==> config.mk <==
export PLATFORM = sky130hd
export DESIGN_NAME = hole_fit_selector_core
export DESIGN_NICKNAME = d
export VERILOG_FILES = /design/src/rtl/hfs_pkg.sv /design/src/rtl/hole_fit_selector_core.sv /design/src/rtl/hfs_table.sv /design/src/rtl/hfs_pick.sv
export SDC_FILE = /design/constraint.sdc
export NUM_CORES = 1
export LEC_CHECK = 0
export ABC_AREA = 1
export BUFFER_PORTS_ARGS = -buffer_cell sky130_fd_sc_hd__buf_2
export CORE_MARGIN = 8
export CORE_UTILIZATION = 45
export DETAILED_ROUTE_END_ITERATION = 6
export SLEW_MARGIN = 20
export SYNTH_ARGS = -nofsm -noshare
export SYNTH_HDL_FRONTEND = slang
export SYNTH_HIERARCHICAL = 1
export SYNTH_SLANG_ARGS = --single-unit
export TNS_END_PERCENT = 1
==> constraint.sdc <==
create_clock -name clock -period 3.7 [get_ports clock]
set_input_delay 0.185 -clock clock [delete_from_list [all_inputs] [get_ports clock]]
set_output_delay 0.185 -clock clock [all_outputs]
set_load 0.03 [all_outputs]
==> src/rtl/hfs_pkg.sv <==
package hfs_pkg;

   localparam int MAX_HOLES = 16;
   localparam int IDX_W     = $clog2(MAX_HOLES);
   localparam int CNT_W     = $clog2(MAX_HOLES + 1);
   localparam int SIZE_W    = 16;

   localparam logic [1:0] FIT_FIRST = 2'd0;
   localparam logic [1:0] FIT_BEST  = 2'd1;
   localparam logic [1:0] FIT_WORST = 2'd2;

   localparam logic [1:0] ST_OK       = 2'd0;
   localparam logic [1:0] ST_FULL     = 2'd1;
   localparam logic [1:0] ST_REVERSED = 2'd2;
   localparam logic [1:0] ST_NOFIT    = 2'd3;

   localparam logic CMD_APPEND = 1'b0;
   localparam logic CMD_QUERY  = 1'b1;

   typedef struct packed {
      logic              clear;
      logic              valid;
      logic [1:0]        mode;
      logic [SIZE_W-1:0] request;
      logic [IDX_W-1:0]  index;
   } hfs_pick_ctl_type;

   function automatic logic [3:0] port_index(input logic [IDX_W-1:0] idx);
      logic [IDX_W+3:0] wide;
      wide = {4'b0000, idx};
      return wide[3:0];
   endfunction

endpackage

==> src/rtl/hole_fit_selector_core.sv <==
// an append goes from S_IDLE through S_DONE to the response register; a query passes
// S_IDLE, S_SCAN and S_DONE, and S_DONE waits while an earlier response is still held
// one request at a time: req_ready is high only in S_IDLE, reached again once the
// response is loaded; a query reads the hole table one entry per cycle through its
// single read port
// reset clears the hole count, the fit mode, the state and the valid flags; table contents stay undefined
module hole_fit_selector_core
   import hfs_pkg::*;
(
   input  logic              clock,
   input  logic              reset,
   input  logic              req_valid,
   output logic              req_ready,
   input  logic              req_cmd,
   input  logic [15:0]       req_hole_start,
   input  logic [15:0]       req_hole_end,
   input  logic [15:0]       req_request_size,
   output logic              rsp_valid,
   input  logic              rsp_ready,
   output logic [1:0]        rsp_status,
   output logic [3:0]        rsp_hole_index,
   input  logic              csr_wr_en,
   input  logic [1:0]        csr_wr_data
);

   localparam logic [1:0] S_IDLE = 2'd0;
   localparam logic [1:0] S_SCAN = 2'd1;
   localparam logic [1:0] S_DONE = 2'd2;

   logic [1:0]        state_ff, state_in;
   logic [1:0]        mode_ff, mode_in;
   logic [CNT_W-1:0]  count_ff, count_in;
   logic [CNT_W-1:0]  issue_ff, issue_in;
   logic              cmp_valid_ff, cmp_valid_in;
   logic [IDX_W-1:0]  cmp_idx_ff, cmp_idx_in;
   logic [SIZE_W-1:0] req_size_ff, req_size_in;
   logic              is_query_ff, is_query_in;
   logic [1:0]        res_status_ff, res_status_in;
   logic [IDX_W-1:0]  res_idx_ff, res_idx_in;
   logic              rsp_valid_ff, rsp_valid_in;
   logic [1:0]        rsp_status_ff, rsp_status_in;
   logic [3:0]        rsp_index_ff, rsp_index_in;

   logic              accept;
   logic              full;
   logic              reversed;
   logic              wr_en;
   logic              rd_en;
   logic [SIZE_W-1:0] rd_data;
   logic              found;
   logic [IDX_W-1:0]  best_index;
   hfs_pick_ctl_type  pick_ctl;

   assign req_ready = state_ff == S_IDLE;
   assign accept    = req_valid && req_ready;
   assign full      = count_ff == CNT_W'(MAX_HOLES);
   assign reversed  = req_hole_end < req_hole_start;
   assign wr_en     = accept && req_cmd == CMD_APPEND && !full && !reversed;
   assign rd_en     = state_ff == S_SCAN && issue_ff < count_ff;

   always_comb begin
      pick_ctl.clear   = accept;
      pick_ctl.valid   = cmp_valid_ff;
      pick_ctl.mode    = mode_ff;
      pick_ctl.request = req_size_ff;
      pick_ctl.index   = cmp_idx_ff;
   end

   hfs_table u_table (
      .clock   (clock),
      .wr_en   (wr_en),
      .wr_addr (count_ff[IDX_W-1:0]),
      .wr_data (req_hole_end - req_hole_start),
      .rd_en   (rd_en),
      .rd_addr (issue_ff[IDX_W-1:0]),
      .rd_data (rd_data)
   );

   hfs_pick u_pick (
      .clock      (clock),
      .reset      (reset),
      .ctl        (pick_ctl),
      .size       (rd_data),
      .found      (found),
      .best_index (best_index)
   );

   always_comb begin
      state_in      = state_ff;
      mode_in       = csr_wr_en ? csr_wr_data : mode_ff;
      count_in      = count_ff;
      issue_in      = issue_ff;
      cmp_valid_in  = 1'b0;
      cmp_idx_in    = cmp_idx_ff;
      req_size_in   = req_size_ff;
      is_query_in   = is_query_ff;
      res_status_in = res_status_ff;
      res_idx_in    = res_idx_ff;
      rsp_valid_in  = rsp_valid_ff && !rsp_ready;
      rsp_status_in = rsp_status_ff;
      rsp_index_in  = rsp_index_ff;

      unique case (state_ff)
         S_IDLE: begin
            if (accept) begin
               is_query_in = req_cmd == CMD_QUERY;
               req_size_in = req_request_size;
               issue_in    = '0;
               res_idx_in  = '0;
               if (req_cmd == CMD_QUERY) begin
                  state_in = S_SCAN;
               end else begin
                  state_in = S_DONE;
                  if (full) begin
                     res_status_in = ST_FULL;
                  end else if (reversed) begin
                     res_status_in = ST_REVERSED;
                  end else begin
                     res_status_in = ST_OK;
                     res_idx_in    = count_ff[IDX_W-1:0];
                     count_in      = count_ff + 1'b1;
                  end
               end
            end
         end
         S_SCAN: begin
            if (rd_en) begin
               issue_in     = issue_ff + 1'b1;
               cmp_valid_in = 1'b1;
               cmp_idx_in   = issue_ff[IDX_W-1:0];
            end else if (!cmp_valid_ff) begin
               state_in = S_DONE;
            end
         end
         S_DONE: begin
            if (!rsp_valid_ff || rsp_ready) begin
               rsp_valid_in = 1'b1;
               state_in     = S_IDLE;
               if (is_query_ff) begin
                  rsp_status_in = found ? ST_OK : ST_NOFIT;
                  rsp_index_in  = found ? port_index(best_index) : 4'd0;
               end else begin
                  rsp_status_in = res_status_ff;
                  rsp_index_in  = port_index(res_idx_ff);
               end
            end
         end
         default: begin
            state_in = S_IDLE;
         end
      endcase
   end

   always_ff @(posedge clock) begin
      if (reset) begin
         state_ff     <= S_IDLE;
         mode_ff      <= FIT_FIRST;
         count_ff     <= '0;
         cmp_valid_ff <= 1'b0;
         rsp_valid_ff <= 1'b0;
      end else begin
         state_ff     <= state_in;
         mode_ff      <= mode_in;
         count_ff     <= count_in;
         cmp_valid_ff <= cmp_valid_in;
         rsp_valid_ff <= rsp_valid_in;
      end
      issue_ff      <= issue_in;
      cmp_idx_ff    <= cmp_idx_in;
      req_size_ff   <= req_size_in;
      is_query_ff   <= is_query_in;
      res_status_ff <= res_status_in;
      res_idx_ff    <= res_idx_in;
      rsp_status_ff <= rsp_status_in;
      rsp_index_ff  <= rsp_index_in;
   end

   assign rsp_valid      = rsp_valid_ff;
   assign rsp_status     = rsp_status_ff;
   assign rsp_hole_index = rsp_index_ff;

endmodule

==> src/rtl/hfs_table.sv <==
module hfs_table
   import hfs_pkg::*;
(
   input  logic              clock,
   input  logic              wr_en,
   input  logic [IDX_W-1:0]  wr_addr,
   input  logic [SIZE_W-1:0] wr_data,
   input  logic              rd_en,
   input  logic [IDX_W-1:0]  rd_addr,
   output logic [SIZE_W-1:0] rd_data
);

   logic [SIZE_W-1:0] mem_ff [MAX_HOLES];
   logic [SIZE_W-1:0] rd_data_ff;

   always_ff @(posedge clock) begin
      if (wr_en) begin
         mem_ff[wr_addr] <= wr_data;
      end
      if (rd_en) begin
         rd_data_ff <= mem_ff[rd_addr];
      end
   end

   assign rd_data = rd_data_ff;

endmodule

==> src/rtl/hfs_pick.sv <==
module hfs_pick
   import hfs_pkg::*;
(
   input  logic              clock,
   input  logic              reset,
   input  hfs_pick_ctl_type  ctl,
   input  logic [SIZE_W-1:0] size,
   output logic              found,
   output logic [IDX_W-1:0]  best_index
);

   logic              found_ff, found_in;
   logic [IDX_W-1:0]  best_idx_ff, best_idx_in;
   logic [SIZE_W-1:0] best_size_ff, best_size_in;
   logic              fits;
   logic              take;

   always_comb begin
      fits = size > ctl.request;
      take = 1'b0;
      if (ctl.valid && fits) begin
         if (!found_ff) begin
            take = 1'b1;
         end else if (ctl.mode == FIT_BEST) begin
            take = size < best_size_ff;
         end else if (ctl.mode == FIT_WORST) begin
            take = size > best_size_ff;
         end
      end
      found_in     = found_ff;
      best_idx_in  = best_idx_ff;
      best_size_in = best_size_ff;
      if (ctl.clear) begin
         found_in = 1'b0;
      end else if (take) begin
         found_in     = 1'b1;
         best_idx_in  = ctl.index;
         best_size_in = size;
      end
   end

   always_ff @(posedge clock) begin
      if (reset) begin
         found_ff <= 1'b0;
      end else begin
         found_ff <= found_in;
      end
      best_idx_ff  <= best_idx_in;
      best_size_ff <= best_size_in;
   end

   assign found      = found_ff;
   assign best_index = best_idx_ff;

endmodule

==> flow_metrics.env <==
export IMPL_antenna_diode_instance_count=0
export IMPL_max_stage_delay_ns=0.46
export IMPL_vias_in_the_first_global_route=10688
export IMPL_origin_of_the_critical_flop_to_flop_path="count_ff[0]"
export IMPL_per_instance_average_area_after_synthesis_um2=10.1
export IMPL_detailroute_via_count=10713
export IMPL_post_synth_top_area_cell="sky130_fd_sc_hd__edfxtp_1"
export IMPL_number_of_gates_resized_after_cts=0
export IMPL_timing_critical_path_max_delay_family="simple AND/OR/NAND/NOR gates"
export IMPL_post_route_cell_area_mm2=0.0183
export IMPL_rrSetupSlack_ns=1.06
export IMPL_yosysUniqueCellTypes=36
export IMPL_ant_nets=0
export IMPL_r2r_cells=10
export IMPL_cp_required_ns=3.94
export IMPL_grt_total_usage_pct=17.3
export IMPL_vias_per_cell=4.90
export IMPL_grt_util_met1_pct=22.9
export IMPL_synth_top_cells_by_count="sky130_fd_sc_hd__nand2_1 (448), sky130_fd_sc_hd__edfxtp_1 (330), sky130_fd_sc_hd__inv_1 (302), sky130_fd_sc_hd__nand3_1 (219), sky130_fd_sc_hd__nor2_1 (68)"
export IMPL_gp_congestion=0.836
export IMPL_critical_path_top_delay_cell="sky130_fd_sc_hd__dfxtp_1"
export IMPL_synth_async_sr_flop_share_pct=0
export IMPL_synth_flop_cell="sky130_fd_sc_hd__edfxtp_1"
export IMPL_yosys_warnings=6
export IMPL_floorplan_die_height_um=204
export IMPL_run_status="finished, final reports clean"
export IMPL_clk_root_buffer_cell="sky130_fd_sc_hd__clkbuf_16"
export IMPL_placedInstanceArea_mm2=0.0169
export IMPL_totalNegativeSetupSlack_ns=0
export IMPL_cts_num_sinks=342
export IMPL_worstSetupStartpointType="flop"
export IMPL_cts_post_setup_buffers_inserted=0
export IMPL_finish_utilization_pct=51.9
export IMPL_grt_max_degree=134
export IMPL_finalCriticalPeriod_ns=2.64
export IMPL_clk_pin_slew_ns=0.05
export IMPL_slew_limit_headroom_pct=34.1
export IMPL_floorplan_initialDensity_pct=45.3
export IMPL_synth_seq_area_share_pct=63.5
export IMPL_h_tree_depth=2
export IMPL_crit_chain="inv_1 -> ha_1 -> nand2_1 -> nor2_2 -> nor2_4 -> clkinv_1 -> a21oi_1 -> nand2_1 -> nor2_2 -> buf_12"
export IMPL_ios=64
export IMPL_rows=69
export IMPL_whs_ns=0.108
export IMPL_antenna_found_initial=1
export IMPL_cts_tree="built"
export IMPL_globalRouteMet3Util_pct=2.50
export IMPL_worstHoldEndpoint="res_status_ff[1]"
export IMPL_cap_violations=0
export IMPL_post_cts_hold_buffers=25
export IMPL_worst_hold_startpoint="req_valid"
export IMPL_grt_remaining_overflow=0
export IMPL_wire_per_inst_um=16.4
export IMPL_clock_tree_buffer_depth=3
export IMPL_crit_path_class="flop to flop"
export IMPL_hpwl_um=22900
export IMPL_yosysTopAreaCellShare_pct=62.0
export IMPL_timing_critical_path_buf_inv=3
export IMPL_totalWireLength_um=35900
export IMPL_die_area_mm2=0.0418
export IMPL_power_total_mw=10.3
export IMPL_inserted_clock_buffers=37
export IMPL_power_leakage_nw=8.11
export IMPL_timing_critical_path_arrival_ns=2.88
export IMPL_synth_most_common_cell="sky130_fd_sc_hd__nand2_1"
export IMPL_max_slew_worst_pin_slew_ns=0.987
export IMPL_drtPass1Iterations=7
export IMPL_die_width_um=204
export IMPL_relative_area_change_from_synthesis_to_final_layout_pct=14.7
export IMPL_grt_pass1_wl_um=57200
export IMPL_maximum_resistive_drop_on_vdd_mv=0.362
export IMPL_place_port_buffers=63
export IMPL_fp_coreArea_mm2=0.0353
export IMPL_cp_max_fo=11
export IMPL_insertion_delay_ns=0.53
export IMPL_holdCritPathClass="input pin to flop"
export IMPL_syn_area_mm2=0.0160
export IMPL_drc=0
export IMPL_finalNetCount=1811
export IMPL_timing_clock_skew_ns=0.0158
export IMPL_critPathCaptureType="flop"
export IMPL_globalRouteMet2Util_pct=29.5
export IMPL_period_share_pct=71.3
export IMPL_grt_busiest_layer="met2"
export IMPL_drt_iter0_markers=682
export IMPL_synth_ff_latch_count=342
export IMPL_synth_net_count=1702
export IMPL_grt_setup_unrepaired="false"
export IMPL_hold_violations=0
export IMPL_fmaxAchievable_ghz=0.379
export IMPL_drive_gt1_share_pct=9.73
export IMPL_hold_path_depth=3
export IMPL_synth_edf_count=330
export IMPL_post_synth_inst_count=1590
export IMPL_r2r_end="u_table/mem_ff[3][2]"
export IMPL_setup_viol_count_final=0
export IMPL_pwr_density_cell_mw_per_mm2=560
export IMPL_final_max_slew_violation_count=0
export IMPL_netlist_top_cells_area="sky130_fd_sc_hd__edfxtp_1 (62%), sky130_fd_sc_hd__nand2_1 (11%), sky130_fd_sc_hd__inv_1 (7.1%)"
-- layout by cell type (no fill, tap or decap), types with 5 or more instances in the layout --
cell | Yosys | final
sky130_fd_sc_hd__nand2_1 | 448 | 448
sky130_fd_sc_hd__edfxtp_1 | 330 | 330
sky130_fd_sc_hd__inv_1 | 302 | 302
sky130_fd_sc_hd__nand3_1 | 219 | 219
sky130_fd_sc_hd__nor2_1 | 68 | 67
sky130_fd_sc_hd__buf_2 | 22 | 63
sky130_fd_sc_hd__ha_1 | 55 | 55
sky130_fd_sc_hd__clkbuf_16 | 0 | 37
sky130_fd_sc_hd__a21oi_1 | 36 | 36
sky130_fd_sc_hd__buf_4 | 17 | 32
sky130_fd_sc_hd__dlygate4sd3_1 | 0 | 25
sky130_fd_sc_hd__dfxtp_1 | 12 | 12
sky130_fd_sc_hd__clkinv_1 | 2 | 11
sky130_fd_sc_hd__o21ai_0 | 9 | 9
sky130_fd_sc_hd__clkbuf_1 | 8 | 7
sky130_fd_sc_hd__clkinv_2 | 0 | 6
sky130_fd_sc_hd__nand3b_1 | 5 | 5
sky130_fd_sc_hd__nor2_2 | 4 | 5
-- power by group --
group / switching [mW] / total, mW / internal (mW) / leakage [nW]
logic: 1.46 / 2.04 / 0.573 / 4.44
clock network: 1.49 / 3.61 / 2.13 / 0.577
registers: 0.0647 / 4.62 / 4.56 / 3.09
-- worst max-delay path by stage --
| stage | from | end | slack, ns | depth (start not counted) |
|---|---|---|---|---|
| after detailed placement | req_hole_end[0] | u_table/mem_ff[3][4] | 0.81 | 14 |
| after global placement | req_hole_start[0] | u_table/mem_ff[3][4] | 0.88 | 13 |
| final | count_ff[0] | u_table/mem_ff[3][2] | 1.06 | 10 |
| after global routing | count_ff[0] | u_table/mem_ff[3][7] | 0.88 | 10 |
| after CTS | count_ff[0] | u_table/mem_ff[3][7] | 1.05 | 10 |
| after floorplan | req_hole_end[0] | u_table/mem_ff[12][0] | 1.02 | 12 |
-- cell type report --
class / instances / area (um2)
fill: 3150 / 17000
sequential: 342 / 10100
clock buffer: 44 / 952
multi-input combinational: 890 / 4430
clock inverter: 22 / 229
inverter: 306 / 1150
timing repair buffer: 122 / 846
tap: 461 / 577
-- flip-flops by register name, indices dropped and copies added, names as in the netlist, 5 cells and up --
| name | flops |
|---|---|
| u_table/mem_ff | 256 |
| u_table/rd_data | 16 |
| u_pick/best_size_ff | 16 |
| issue_ff | 5 |
| req_size_ff | 16 |
| count_ff | 5 |
-- logic make-up after synthesis --
group	synth area share, %
AND/OR/NAND/NOR	20.1
flip-flops	63.5
XOR/XNOR	0.548
AO/OA/AOI/OAI	2.27
buffers and inverters	9.16
adder cells (fa/ha/maj)	4.43
-- stage by stage --
step	cells	setup slack, ns
global placement	2096	0.883
floorplan	1590	1.02
finish	2187	1.06
global route	2187	0.883
CTS	2187	1.05
detailed placement	2096	0.814
-- worst register-to-register path, delay by kind of cell (launching register included) --
kind | cells | cell delay [ns]
AO/OA/AOI/OAI | 1 | 0.32
adder cells (fa/ha/maj) | 1 | 0.20
buffers and inverters | 3 | 0.51
flip-flops | 1 | 0.46
AND/OR/NAND/NOR | 5 | 0.84
-- layer usage --
| layer | part of all wire, % | vias to the layer above |
|---|---|---|
| li1 | - | 5366 |
| met1 | 44 | 5057 |
| met2 | 49 | 241 |
| met3 | 4.9 | 49 |
| met4 | 2.0 | 0 |
| met5 | 0 | - |
No activity file was read; power rests on OpenSTA's default activity.
